--- config.mk ---
export PLATFORM = sky130hd
export DESIGN_NAME = message_crc_psdes_checksum_core
export DESIGN_NICKNAME = d
export VERILOG_FILES = /design/src/hw/rtl/mcpc_pkg.sv /design/src/hw/rtl/mcpc_front.sv /design/src/hw/rtl/mcpc_queue.sv /design/src/hw/rtl/mcpc_mix.sv /design/src/hw/rtl/message_crc_psdes_checksum_core.sv
export SDC_FILE = /design/constraint.sdc
export NUM_CORES = 2
export LEC_CHECK = 0
export ABC_CLOCK_PERIOD_IN_PS = 15300
export BUFFER_PORTS_ARGS = -buffer_cell sky130_fd_sc_hd__buf_2
export CAP_MARGIN = 20
export CORE_MARGIN = 1.5
export CORE_UTILIZATION = 60
export CTS_CLUSTER_DIAMETER = 150
export DETAILED_ROUTE_END_ITERATION = 8
export PLACE_DENSITY = 0.89
export RECOVER_POWER = 100
export REMOVE_ABC_BUFFERS = 1
export SKIP_CTS_REPAIR_TIMING = 1
export SLEW_MARGIN = 5
export SYNTH_ARGS = -nofsm -noshare
export SYNTH_HDL_FRONTEND = slang
export SYNTH_HIERARCHICAL = 1
export SYNTH_SLANG_ARGS = --single-unit
--- constraint.sdc ---
create_clock -name clk -period 15.3 [get_ports clk]
set_input_delay 3.06 -clock clk [delete_from_list [all_inputs] [get_ports clk]]
set_output_delay 3.06 -clock clk [all_outputs]
set_load 0.005 [all_outputs]
--- src/hw/rtl/mcpc_pkg.sv ---
// mcpc_pkg: shared types, constants and the CRC byte fold for the message
// CRC / pseudo-DES digest core. No dependencies.
`default_nettype none

package mcpc_pkg;

    localparam int unsigned CRC_W           = 16;
    localparam int unsigned BYTE_W          = 8;
    localparam int unsigned WORD_W          = 32;
    localparam int unsigned DIGEST_W        = 64;
    localparam int unsigned MIX_ROUNDS      = 4;
    localparam int unsigned ROUND_W         = $clog2(MIX_ROUNDS);
    localparam int unsigned QUEUE_DEPTH_DEF = 2;

    localparam logic [CRC_W-1:0] CRC_POLY = 16'h1021;

    // APB map: one 32-bit register, index = paddr / 4
    localparam int unsigned CFG_ADDR_W = 3;
    localparam int unsigned CFG_IDX_W  = 1;
    localparam logic [CFG_IDX_W-1:0] REG_SEED_KEY = 1'b0;

    // one finished message handed from front to back
    typedef struct packed {
        logic [CRC_W-1:0]  crc;
        logic [WORD_W-1:0] seed;
    } mix_job_t;

    // job queue status
    typedef struct packed {
        logic full;
        logic empty;
    } q_stat_t;

    function automatic logic [CRC_W-1:0] crc_fold(
        input logic [CRC_W-1:0]  crc,
        input logic [BYTE_W-1:0] data
    );
        logic [CRC_W-1:0] v;
        v = crc ^ {data, 8'h00};
        for (int i = 0; i < BYTE_W; i++) begin
            if (v[CRC_W-1])
                v = {v[CRC_W-2:0], 1'b0} ^ CRC_POLY;
            else
                v = {v[CRC_W-2:0], 1'b0};
        end
        return v;
    endfunction

    function automatic logic [WORD_W-1:0] mix_c1(input logic [ROUND_W-1:0] r);
        logic [WORD_W-1:0] c;
        case (r)
            2'd0:    c = 32'hcba4e531;
            2'd1:    c = 32'h537158eb;
            2'd2:    c = 32'h145cdc3c;
            default: c = 32'h0d3fdeb2;
        endcase
        return c;
    endfunction

    function automatic logic [WORD_W-1:0] mix_c2(input logic [ROUND_W-1:0] r);
        logic [WORD_W-1:0] c;
        case (r)
            2'd0:    c = 32'h12be4590;
            2'd1:    c = 32'hab54ce58;
            2'd2:    c = 32'h6954c7a6;
            default: c = 32'h15a2ca46;
        endcase
        return c;
    endfunction

endpackage

`default_nettype wire

--- src/hw/rtl/mcpc_front.sv ---
// mcpc_front: byte intake, running CRC-16 and job hand-off on the last byte.
// Depends on mcpc_pkg.
`default_nettype none

module mcpc_front
    import mcpc_pkg::*;
(
    input  wire logic              clk,
    input  wire logic              rst_n,
    input  wire logic              push,
    input  wire logic [BYTE_W-1:0] data_byte,
    input  wire logic              last_byte,
    input  wire logic [WORD_W-1:0] seed,
    input  wire q_stat_t           q_stat,
    output logic                   full,
    output logic                   q_push,
    output mix_job_t               q_wdata
);

    logic [CRC_W-1:0] crc_reg;
    logic [CRC_W-1:0] crc_next;
    logic [CRC_W-1:0] crc_folded;
    logic             accept;

    assign full       = q_stat.full;
    assign accept     = push && !q_stat.full;
    assign crc_folded = crc_fold(crc_reg, data_byte);

    always_comb
    begin
        crc_next = crc_reg;
        if (accept)
            crc_next = last_byte ? '0 : crc_folded;
    end

    assign q_push       = accept && last_byte;
    assign q_wdata.crc  = crc_folded;
    assign q_wdata.seed = seed;

    always_ff @(posedge clk or negedge rst_n)
    begin
        if (!rst_n)
            crc_reg <= '0;
        else
            crc_reg <= crc_next;
    end

endmodule

`default_nettype wire

--- src/hw/rtl/mcpc_queue.sv ---
// mcpc_queue: short FIFO of finished-message jobs between front and back.
// Depends on mcpc_pkg. DEPTH >= 2.
`default_nettype none

module mcpc_queue
    import mcpc_pkg::*;
#(
    parameter int unsigned DEPTH = QUEUE_DEPTH_DEF
)
(
    input  wire logic     clk,
    input  wire logic     rst_n,
    input  wire logic     wr_en,
    input  wire mix_job_t wr_data,
    input  wire logic     rd_en,
    output mix_job_t      rd_data,
    output q_stat_t       stat
);

    localparam int unsigned PTR_W = $clog2(DEPTH);
    localparam int unsigned CNT_W = $clog2(DEPTH + 1);

    mix_job_t           slot_reg [DEPTH];
    logic [PTR_W-1:0]   wr_ptr_reg, wr_ptr_next;
    logic [PTR_W-1:0]   rd_ptr_reg, rd_ptr_next;
    logic [CNT_W-1:0]   count_reg, count_next;
    logic               do_wr, do_rd;

    assign stat.full  = (count_reg == CNT_W'(DEPTH));
    assign stat.empty = (count_reg == '0);
    assign do_wr      = wr_en && !stat.full;
    assign do_rd      = rd_en && !stat.empty;
    assign rd_data    = slot_reg[rd_ptr_reg];

    always_comb
    begin
        wr_ptr_next = wr_ptr_reg;
        rd_ptr_next = rd_ptr_reg;
        count_next  = count_reg;
        if (do_wr)
            wr_ptr_next = (wr_ptr_reg == PTR_W'(DEPTH - 1)) ? '0 : wr_ptr_reg + 1'b1;
        if (do_rd)
            rd_ptr_next = (rd_ptr_reg == PTR_W'(DEPTH - 1)) ? '0 : rd_ptr_reg + 1'b1;
        if (do_wr && !do_rd)
            count_next = count_reg + 1'b1;
        else if (do_rd && !do_wr)
            count_next = count_reg - 1'b1;
    end

    always_ff @(posedge clk or negedge rst_n)
    begin
        if (!rst_n)
        begin
            wr_ptr_reg <= '0;
            rd_ptr_reg <= '0;
            count_reg  <= '0;
        end
        else
        begin
            wr_ptr_reg <= wr_ptr_next;
            rd_ptr_reg <= rd_ptr_next;
            count_reg  <= count_next;
        end
    end

    always_ff @(posedge clk)
    begin
        if (do_wr)
            slot_reg[wr_ptr_reg] <= wr_data;
    end

endmodule

`default_nettype wire

--- src/hw/rtl/mcpc_mix.sv ---
// mcpc_mix: four-round pseudo-DES digest engine plus result register.
// Depends on mcpc_pkg.
`default_nettype none

module mcpc_mix
    import mcpc_pkg::*;
(
    input  wire logic          clk,
    input  wire logic          rst_n,
    input  wire q_stat_t       q_stat,
    input  wire mix_job_t      q_rdata,
    output logic               q_pop,
    input  wire logic          pop,
    output logic               empty,
    output logic [DIGEST_W-1:0] checksum_value
);

    typedef enum logic [3:0] {
        S_IDLE = 4'b0001,
        S_MUL  = 4'b0010,
        S_ADD  = 4'b0100,
        S_HOLD = 4'b1000
    } mix_state_t;

    mix_state_t          state_reg, state_next;
    logic [ROUND_W-1:0]  round_reg, round_next;
    logic [WORD_W-1:0]   l_reg, l_next;
    logic [WORD_W-1:0]   r_reg, r_next;
    logic [WORD_W-1:0]   p_ll_reg, p_hh_reg, p_lh_reg;
    logic [WORD_W-1:0]   p_ll_next, p_hh_next, p_lh_next;
    logic [DIGEST_W-1:0] out_reg, out_next;
    logic                out_valid_reg, out_valid_next;

    logic [WORD_W-1:0]   a_word;
    logic [15:0]         a_lo, a_hi;
    logic [WORD_W-1:0]   b_word, rot_word, f_word;
    logic                out_free;

    // multiply step: split the keyed right word, three 16x16 products
    assign a_word    = r_reg ^ mix_c1(round_reg);
    assign a_lo      = a_word[15:0];
    assign a_hi      = a_word[31:16];
    assign p_ll_next = WORD_W'(a_lo) * WORD_W'(a_lo);
    assign p_hh_next = WORD_W'(a_hi) * WORD_W'(a_hi);
    assign p_lh_next = WORD_W'(a_lo) * WORD_W'(a_hi);

    // add step: combine products into the round function
    assign b_word   = p_ll_reg + ~p_hh_reg;
    assign rot_word = {b_word[15:0], b_word[31:16]};
    assign f_word   = (rot_word ^ mix_c2(round_reg)) + p_lh_reg;

    assign out_free       = !out_valid_reg || pop;
    assign q_pop          = (state_reg == S_IDLE) && !q_stat.empty;
    assign empty          = !out_valid_reg;
    assign checksum_value = out_reg;

    always_comb
    begin
        state_next     = state_reg;
        round_next     = round_reg;
        l_next         = l_reg;
        r_next         = r_reg;
        out_next       = out_reg;
        out_valid_next = out_valid_reg;
        if (pop && out_valid_reg)
            out_valid_next = 1'b0;
        unique case (state_reg)
            S_IDLE:
            begin
                if (!q_stat.empty)
                begin
                    l_next     = WORD_W'(q_rdata.crc);
                    r_next     = q_rdata.seed;
                    round_next = '0;
                    state_next = S_MUL;
                end
            end
            S_MUL:
            begin
                state_next = S_ADD;
            end
            S_ADD:
            begin
                l_next     = r_reg;
                r_next     = l_reg ^ f_word;
                round_next = round_reg + 1'b1;
                if (round_reg == ROUND_W'(MIX_ROUNDS - 1))
                    state_next = S_HOLD;
                else
                    state_next = S_MUL;
            end
            S_HOLD:
            begin
                if (out_free)
                begin
                    out_next       = {l_reg, r_reg};
                    out_valid_next = 1'b1;
                    state_next     = S_IDLE;
                end
            end
            default:
            begin
                state_next = S_IDLE;
            end
        endcase
    end

    always_ff @(posedge clk or negedge rst_n)
    begin
        if (!rst_n)
        begin
            state_reg     <= S_IDLE;
            round_reg     <= '0;
            out_valid_reg <= 1'b0;
        end
        else
        begin
            state_reg     <= state_next;
            round_reg     <= round_next;
            out_valid_reg <= out_valid_next;
        end
    end

    always_ff @(posedge clk)
    begin
        l_reg   <= l_next;
        r_reg   <= r_next;
        out_reg <= out_next;
        if (state_reg == S_MUL)
        begin
            p_ll_reg <= p_ll_next;
            p_hh_reg <= p_hh_next;
            p_lh_reg <= p_lh_next;
        end
    end

endmodule

`default_nettype wire

--- src/hw/rtl/message_crc_psdes_checksum_core.sv ---
// message_crc_psdes_checksum_core: top level - APB seed register, CRC front,
// job queue and pseudo-DES digest back end. Depends on mcpc_pkg and mcpc_* modules.
//
//  channel  | direction | handshake                 | beat payload
//  ---------+-----------+---------------------------+------------------------------
//  bytes    | in        | push / full               | data_byte[7:0], last_byte
//  digest   | out       | empty / pop               | checksum_value[63:0]
//  config   | in        | APB psel/penable/pready   | seed_key at byte address 0
//
// Byte beats are taken one per cycle while full is low; each CRC-16 fold is registered.
// A last byte pushes {crc, seed} into the job queue (QUEUE_DEPTH entries); full
// rises only while that queue is full, so non-last bytes stall with it too.
// The digest engine, when idle, takes a job once the queue shows it, then runs
// 4 rounds, each a multiply state then an add state, and a hold state that
// hands the result to the output register; it takes no new job until idle.
// A result waiting in the output register stalls only the hold state.
// rst_n clears the CRC, queue pointers, engine state and seed_key.
`default_nettype none

module message_crc_psdes_checksum_core
    import mcpc_pkg::*;
#(
    parameter int unsigned QUEUE_DEPTH = QUEUE_DEPTH_DEF
)
(
    input  wire logic                  clk,
    input  wire logic                  rst_n,
    // byte channel
    input  wire logic                  push,
    output logic                       full,
    input  wire logic [BYTE_W-1:0]     data_byte,
    input  wire logic                  last_byte,
    // digest channel
    output logic                       empty,
    input  wire logic                  pop,
    output logic [DIGEST_W-1:0]        checksum_value,
    // APB configuration
    input  wire logic                  psel,
    input  wire logic                  penable,
    input  wire logic                  pwrite,
    input  wire logic [CFG_ADDR_W-1:0] paddr,
    input  wire logic [WORD_W-1:0]     pwdata,
    output logic [WORD_W-1:0]          prdata,
    output logic                       pready
);

    logic [WORD_W-1:0]    seed_key_reg;
    logic [WORD_W-1:0]    seed_key_next;
    logic [CFG_IDX_W-1:0] cfg_idx;
    logic                 cfg_wr;

    q_stat_t              q_stat;
    logic                 q_push;
    logic                 q_pop;
    mix_job_t             q_wdata;
    mix_job_t             q_rdata;

    // APB: zero-wait, word index from paddr[2]
    assign pready  = 1'b1;
    assign cfg_idx = paddr[CFG_ADDR_W-1:2];
    assign cfg_wr  = psel && penable && pwrite && pready;

    always_comb
    begin
        seed_key_next = seed_key_reg;
        if (cfg_wr && (cfg_idx == REG_SEED_KEY))
            seed_key_next = pwdata;
    end

    always_comb
    begin
        prdata = '0;
        if (cfg_idx == REG_SEED_KEY)
            prdata = seed_key_reg;
    end

    always_ff @(posedge clk or negedge rst_n)
    begin
        if (!rst_n)
            seed_key_reg <= '0;
        else
            seed_key_reg <= seed_key_next;
    end

    // front: CRC fold, seed sampled with the last byte
    mcpc_front u_front (
        .clk       (clk),
        .rst_n     (rst_n),
        .push      (push),
        .data_byte (data_byte),
        .last_byte (last_byte),
        .seed      (seed_key_reg),
        .q_stat    (q_stat),
        .full      (full),
        .q_push    (q_push),
        .q_wdata   (q_wdata)
    );

    mcpc_queue #(
        .DEPTH (QUEUE_DEPTH)
    ) u_queue (
        .clk     (clk),
        .rst_n   (rst_n),
        .wr_en   (q_push),
        .wr_data (q_wdata),
        .rd_en   (q_pop),
        .rd_data (q_rdata),
        .stat    (q_stat)
    );

    // back: multi-cycle digest and result register
    mcpc_mix u_mix (
        .clk            (clk),
        .rst_n          (rst_n),
        .q_stat         (q_stat),
        .q_rdata        (q_rdata),
        .q_pop          (q_pop),
        .pop            (pop),
        .empty          (empty),
        .checksum_value (checksum_value)
    );

    // a last-byte beat leaves a job visible in the queue next cycle
    a_job_queued: assert property (@(posedge clk) disable iff (!rst_n)
        (push && !full && last_byte) |=> !q_stat.empty)
        else $error("last-byte beat did not reach the job queue");

    // back end only takes jobs that exist
    a_pop_nonempty: assert property (@(posedge clk) disable iff (!rst_n)
        q_pop |-> !q_stat.empty)
        else $error("digest engine popped an empty job queue");

    // queue status is consistent
    a_stat_sane: assert property (@(posedge clk) disable iff (!rst_n)
        q_stat.full |-> !q_stat.empty)
        else $error("job queue reports both full and empty");

endmodule

`default_nettype wire
# ---- Word-level counts from Yosys, hierarchy flattened
# Memory sizes are Yosys's and may differ from the RTL's.
# Index checks and enable logic that the tools add are counted.
dict set report totals {
  memories 1
  regBits 283
  word_cells 104
  ramBits 96
  output_inout_bits 99
  inputBits 51
}
# name depth word_bits rd rd_ports_with_merged_regs wr line
set memory_table {}
lappend memory_table {u_queue.slot_reg 2 48 1 0 1 mcpc_queue.sv:23} ;# mix_job_t slot_reg [DEPTH];
dict set report classes {
  eq_ne 10
  add_sub_neg 7
  n_mul 3
  muxes 31
  n_bitwise 14
  n_reduce_logical 24
}
# cell count
set op_table {}
lappend op_table {{32-bit one-hot mux with 3 select lines} 2}
lappend op_table {{32-bit one-hot mux with 2 select lines} 2}
lappend op_table {{13-bit two-way mux} 8}
lappend op_table {{16-bit by 16-bit multiplier with 32-bit output} 3}
lappend op_table {{32-bit two-way mux} 3}
lappend op_table {{32-bit bitwise XOR} 3}
lappend op_table {{32-bit adder} 2}
lappend op_table {{32-bit inverter} 1}
lappend op_table {{3-bit inverter} 8}
lappend op_table {{16-bit two-way mux} 1}
lappend op_table {{4-bit one-hot mux with 4 select lines} 1}
lappend op_table {{16-bit bitwise XOR} 1}
lappend op_table {{4-bit two-way mux} 3}
lappend op_table {{1-bit logical AND} 11}
lappend op_table {{1-bit two-way mux} 7}
lappend op_table {{2-bit equality test (second input constant)} 3}
lappend op_table {{2-bit two-way mux} 3}
lappend op_table {{2-bit AND reduction} 3}
lappend op_table {{1-bit zero test} 5}
lappend op_table {{2-bit by 1-bit adder with 2-bit output (second input constant)} 2}
lappend op_table {{4-bit by 1-bit equality test with 1-bit output (second input constant)} 1}
lappend op_table {{4-bit by 2-bit equality test with 1-bit output (second input constant)} 1}
lappend op_table {{4-bit by 3-bit equality test with 1-bit output (second input constant)} 1}
lappend op_table {{4-bit equality test (second input constant)} 1}
lappend op_table {{10 further kinds} 13}

# ---- Depth between registers and ports, before layout
dict set report depth {
  ltp_word 18
  ltp_mapped 31
  ltp_nobuf 29
}

# ---- By module
# Netlist, hierarchy kept.
# mod cells_per_inst seq_area_each_um2 instances area_per_inst_um2
set by_module_without_submodules {}
lappend by_module_without_submodules {mcpc_mix 3536 6842.8 1 33831.2}
lappend by_module_without_submodules {mcpc_queue 168 2982.9 1 3706.1}
lappend by_module_without_submodules {message_crc_psdes_checksum_core 105 800.8 1 1554.0}
lappend by_module_without_submodules {mcpc_front 108 400.4 1 1262.5}

# ---- Least setup slack after synthesis
# OpenSTA, ideal clock, no wires.
dict set report synth_timing {
  kind {reg2reg}
  start {register u_mix.state_reg[1]}
  end {register u_mix.p_hh_reg[0], enable pin}
  setup_slack_ns 4.337
  period_less_slack_ns 10.963
  path_buffers 0
  required_time_ns 14.487
  stages_incl_launch_ff 2
  arrival_ns 10.150
  setup_time_ns 0.813
  cell_sequence {dfrtp_1 -> nor4b_1}
}
dict set report synth_between {
  elab_chain_cells 1
}
# item line
set synth_rtl {}
lappend synth_rtl {{from (decl)} mcpc_mix.sv:25} ;# mix_state_t state_reg, state_next;
lappend synth_rtl {{from (signal assigned)} mcpc_mix.sv:118} ;# state_reg <= state_next;
lappend synth_rtl {{4-bit by 2-bit equality test with 1-bit output} mcpc_mix.sv:129} ;# if (state_reg == S_MUL)
lappend synth_rtl {{to (signal assigned)} mcpc_mix.sv:132} ;# p_hh_reg <= p_hh_next;
lappend synth_rtl {{to (decl)} mcpc_mix.sv:29} ;# logic [WORD_W-1:0] p_ll_reg, p_hh_reg, p_lh_reg;
# Every way passes these cells.
# A chain may end at the register's enable or synchronous reset.

# ---- Worst setup path after layout
dict set report layout_timing {
  start {register u_mix.round_reg[0]}
  end {register u_mix.p_hh_reg[31] (data pin)}
}
dict set report layout_between {
  elab_chain_cells 4
  word_cells_on_any_way 6
}
# item line
set layout_rtl {}
lappend layout_rtl {{from (decl)} mcpc_mix.sv:26} ;# logic [ROUND_W-1:0] round_reg, round_next;
lappend layout_rtl {{from (signal assigned)} mcpc_mix.sv:119} ;# round_reg <= round_next;
lappend layout_rtl {{2-bit equality test, or another cell as far along} mcpc_pkg.sv:51} ;# case (r)
lappend layout_rtl {{32-bit one-hot mux with 3 select lines (*)} mcpc_pkg.sv:51}
lappend layout_rtl {{32-bit bitwise XOR (*)} mcpc_mix.sv:40} ;# assign a_word = r_reg ^ mix_c1(round_reg);
lappend layout_rtl {{16-bit by 16-bit multiplier with 32-bit output (*)} mcpc_mix.sv:44} ;# assign p_hh_next = WORD_W'(a_hi) * WORD_W'(a_hi);
lappend layout_rtl {{net u_mix.p_hh_next[31]} mcpc_mix.sv:30} ;# logic [WORD_W-1:0] p_ll_next, p_hh_next, p_lh_next;
# The timed path passes the listed nets; every way through them passes the cells marked *.

==> flow_summary.toml <==
[global_route]
grt_pass1_vias = 31700
grt_start_max_net_pins = 82
grt_pass1_wl_um = 172000
globalRouteTotalUtil = 0.322
antenna_found_initial = 2
overflow = 0

[placement]
dp_hpwl_um = 78500
port-buffer-count = 146
dp_cells = 4830
place_congestion = 0.971

[synthesis]
synth_cells = 3917
synth-edff-count = 318
syn_area_mm2 = 0.0404
synth.distinct_cells = 84
yosysSeqAreaShare = 0.273
synth_flop_cell = "edfxtp_1"
synth-seq-cells = 377
synthArstFlopShare = 0.156
ys_warn_count = 6
avgSynthCellArea_um2 = 10.3

[critical_path]
worstSetupEndpointType = "flop"
critPathMaxFanout = 18
cpMostUsedCell = "inv_1"
cp.arrival_ns = 11.71
crit_path_start_kind = "flop"
worstPathRequired_ns = 15.61
cpPeakStageDelay_ns = 1.06
r2r_cells = 30
crit_type = "flop to flop"
critPathSlowestCell = "clkinv_1"

[detailed_routing]
wl_per_cell_um = 22.4
dr.pass1.iters = 6
via_count = 29800
routed_wl_um = 110000
first_iter_violations = 3550
via_per_inst = 6.08
drc = 0
ant_nets = 0

[die]
die_w_um = 262
ios = 150
initial_core_util = 0.609
die_y_um = 262
die_area_mm2 = 0.0688
fp-row-count = 94
core_area_mm2 = 0.0662

[clocking]
clkTransAtPathRegs_ns = 0.06
insertion_delay_ns = 0.58
clock_path_buffers = 3
cts_max_level = 2
cts_buffers = 40
clockRootBuffer = "clkbuf_16"
tritoncts = "done"
clock-sinks = 377

[sta]
rsz0062_at_grt = "false"
final_hold_viol_count = 0
slew_violations = 680
finalSetupViolations = 0
slew_headroom = -1.55
hold_ws_ns = 0.470
tns_ns = 0
fin_crit_sh = 0.745
fmax_mhz = 87.7
min_period_ns = 11.40
tightest_slew_ns = 3.83
skew_ns = 0.0275

[layout]
layout.cells.most_common_list = "inv_1 (744), fa_1 (526), nand2_1 (392), ha_1 (362)"
nets = 4948
fillers = 4610
final-instance-count-excl-fill = 4907
drive_gt1_frac = 0.0656
syn_to_final_growth_pct = 6.33
layout_commonest_cell = "inv_1"
largest_reg_flops = 96
post-route-util = 0.648

[min_path]
min_path_type = "flop to flop"
whs_path_depth = 0

[status]
status = "finished, violations left"
failed_checks = "max-capacitance violations, max-slew violations"

[run]
cap_violations = 16
==> cells in the mapped netlist, types with 33 or more instances <==
| cell type | instances | area, µm² |
|---|---|---|
| mux2_2 | 41 | 462 |
| fa_1 | 526 | 10500 |
| buf_4 | 37 | 278 |
| a21oi_1 | 121 | 606 |
| dfrtp_1 | 58 | 1450 |
| nand2b_1 | 41 | 257 |
| nor2b_1 | 46 | 288 |
| o21ai_0 | 88 | 440 |
| nor2_1 | 319 | 1200 |
| nand3_1 | 33 | 165 |
| xor2_1 | 82 | 718 |
| a21o_1 | 71 | 533 |
| xnor2_1 | 173 | 1520 |
| inv_1 | 744 | 2790 |
| nand2_1 | 394 | 1480 |
| ha_1 | 362 | 4530 |
| edfxtp_1 | 318 | 9550 |
| clkbuf_1 | 106 | 398 |
| mux2_4 | 40 | 601 |
==> critical path, delay by kind of cell (launching register included) <==
| kind | cells | cell delay, ns |
|---|---|---|
| AO/OA/AOI/OAI | 6 | 2.11 |
| XOR/XNOR | 2 | 0.98 |
| adder cells (fa/ha/maj) | 8 | 4.06 |
| buffers and inverters | 10 | 2.53 |
| flip-flops | 1 | 0.46 |
| AND/OR/NAND/NOR | 4 | 0.96 |
==> metrics by stage <==
step           setup WS, ns  cell area (µm²)
3_3_place_gp           5.79            41900
3_5_place_dp           5.51            41900
5_1_grt                3.58            42900
6_report               3.90            42900
4_1_cts                5.39            43300
2_1_floorplan          4.34            39600
==> worst paths after layout <==
check	to	start	slack [ns]
min in group asynchronous	u_front/crc_reg[14]	rst_n	3.82
setup / recovery	u_mix/p_hh_reg[31]	u_mix/round_reg[0]	3.90
max in group asynchronous	u_queue/rd_ptr_reg	rst_n	9.17
hold reg to reg	u_mix/checksum_value[55]	u_mix/l_reg[23]	0.47
hold / removal	u_mix/checksum_value[55]	u_mix/l_reg[23]	0.47
setup reg to reg	u_mix/p_hh_reg[31]	u_mix/round_reg[0]	3.90
==> logic make-up (layout without fill, tap and decap cells) <==
kind of cell | after synthesis | count (layout) | share of synthesized area
AO/OA/AOI/OAI | 441 | 441 | 0.0715
flip-flops | 377 | 377 | 0.273
XOR/XNOR | 271 | 271 | 0.0640
adder cells (fa/ha/maj) | 888 | 888 | 0.373
AND/OR/NAND/NOR | 951 | 951 | 0.103
buffers and inverters | 907 | 1031 | 0.0890
multiplexers | 81 | 81 | 0.0263
other | 1 | 3 | 0.0000929
==> routing by layer <==
| metal | share of wire | track usage | up-vias |
|---|---|---|---|
| met5 | 0.00083 | 0 | - |
| met3 | 0.13 | 0.0959 | 586 |
| met4 | 0.076 | 0.201 | 2 |
| met2 | 0.46 | 0.515 | 2057 |
| li1 | - | - | 12600 |
| met1 | 0.34 | 0.384 | 14600 |
==> area by class of cell <==
class | instances | area, µm² | share of cell area
flip-flops and latches | 377 | 11000 | 0.257
well taps | 864 | 1080 | 0.0252
inverters | 752 | 2820 | 0.0658
clock inverters | 24 | 294 | 0.00685
repair buffers | 205 | 1040 | 0.0242
clock buffers | 50 | 1070 | 0.0249
multi-input cells | 2633 | 25600 | 0.596
diodes | 2 | 5.00 | 0.000117
Power is not shown: default switching activity piles up to over one toggle a cycle in this logic, so the estimate is an artifact.
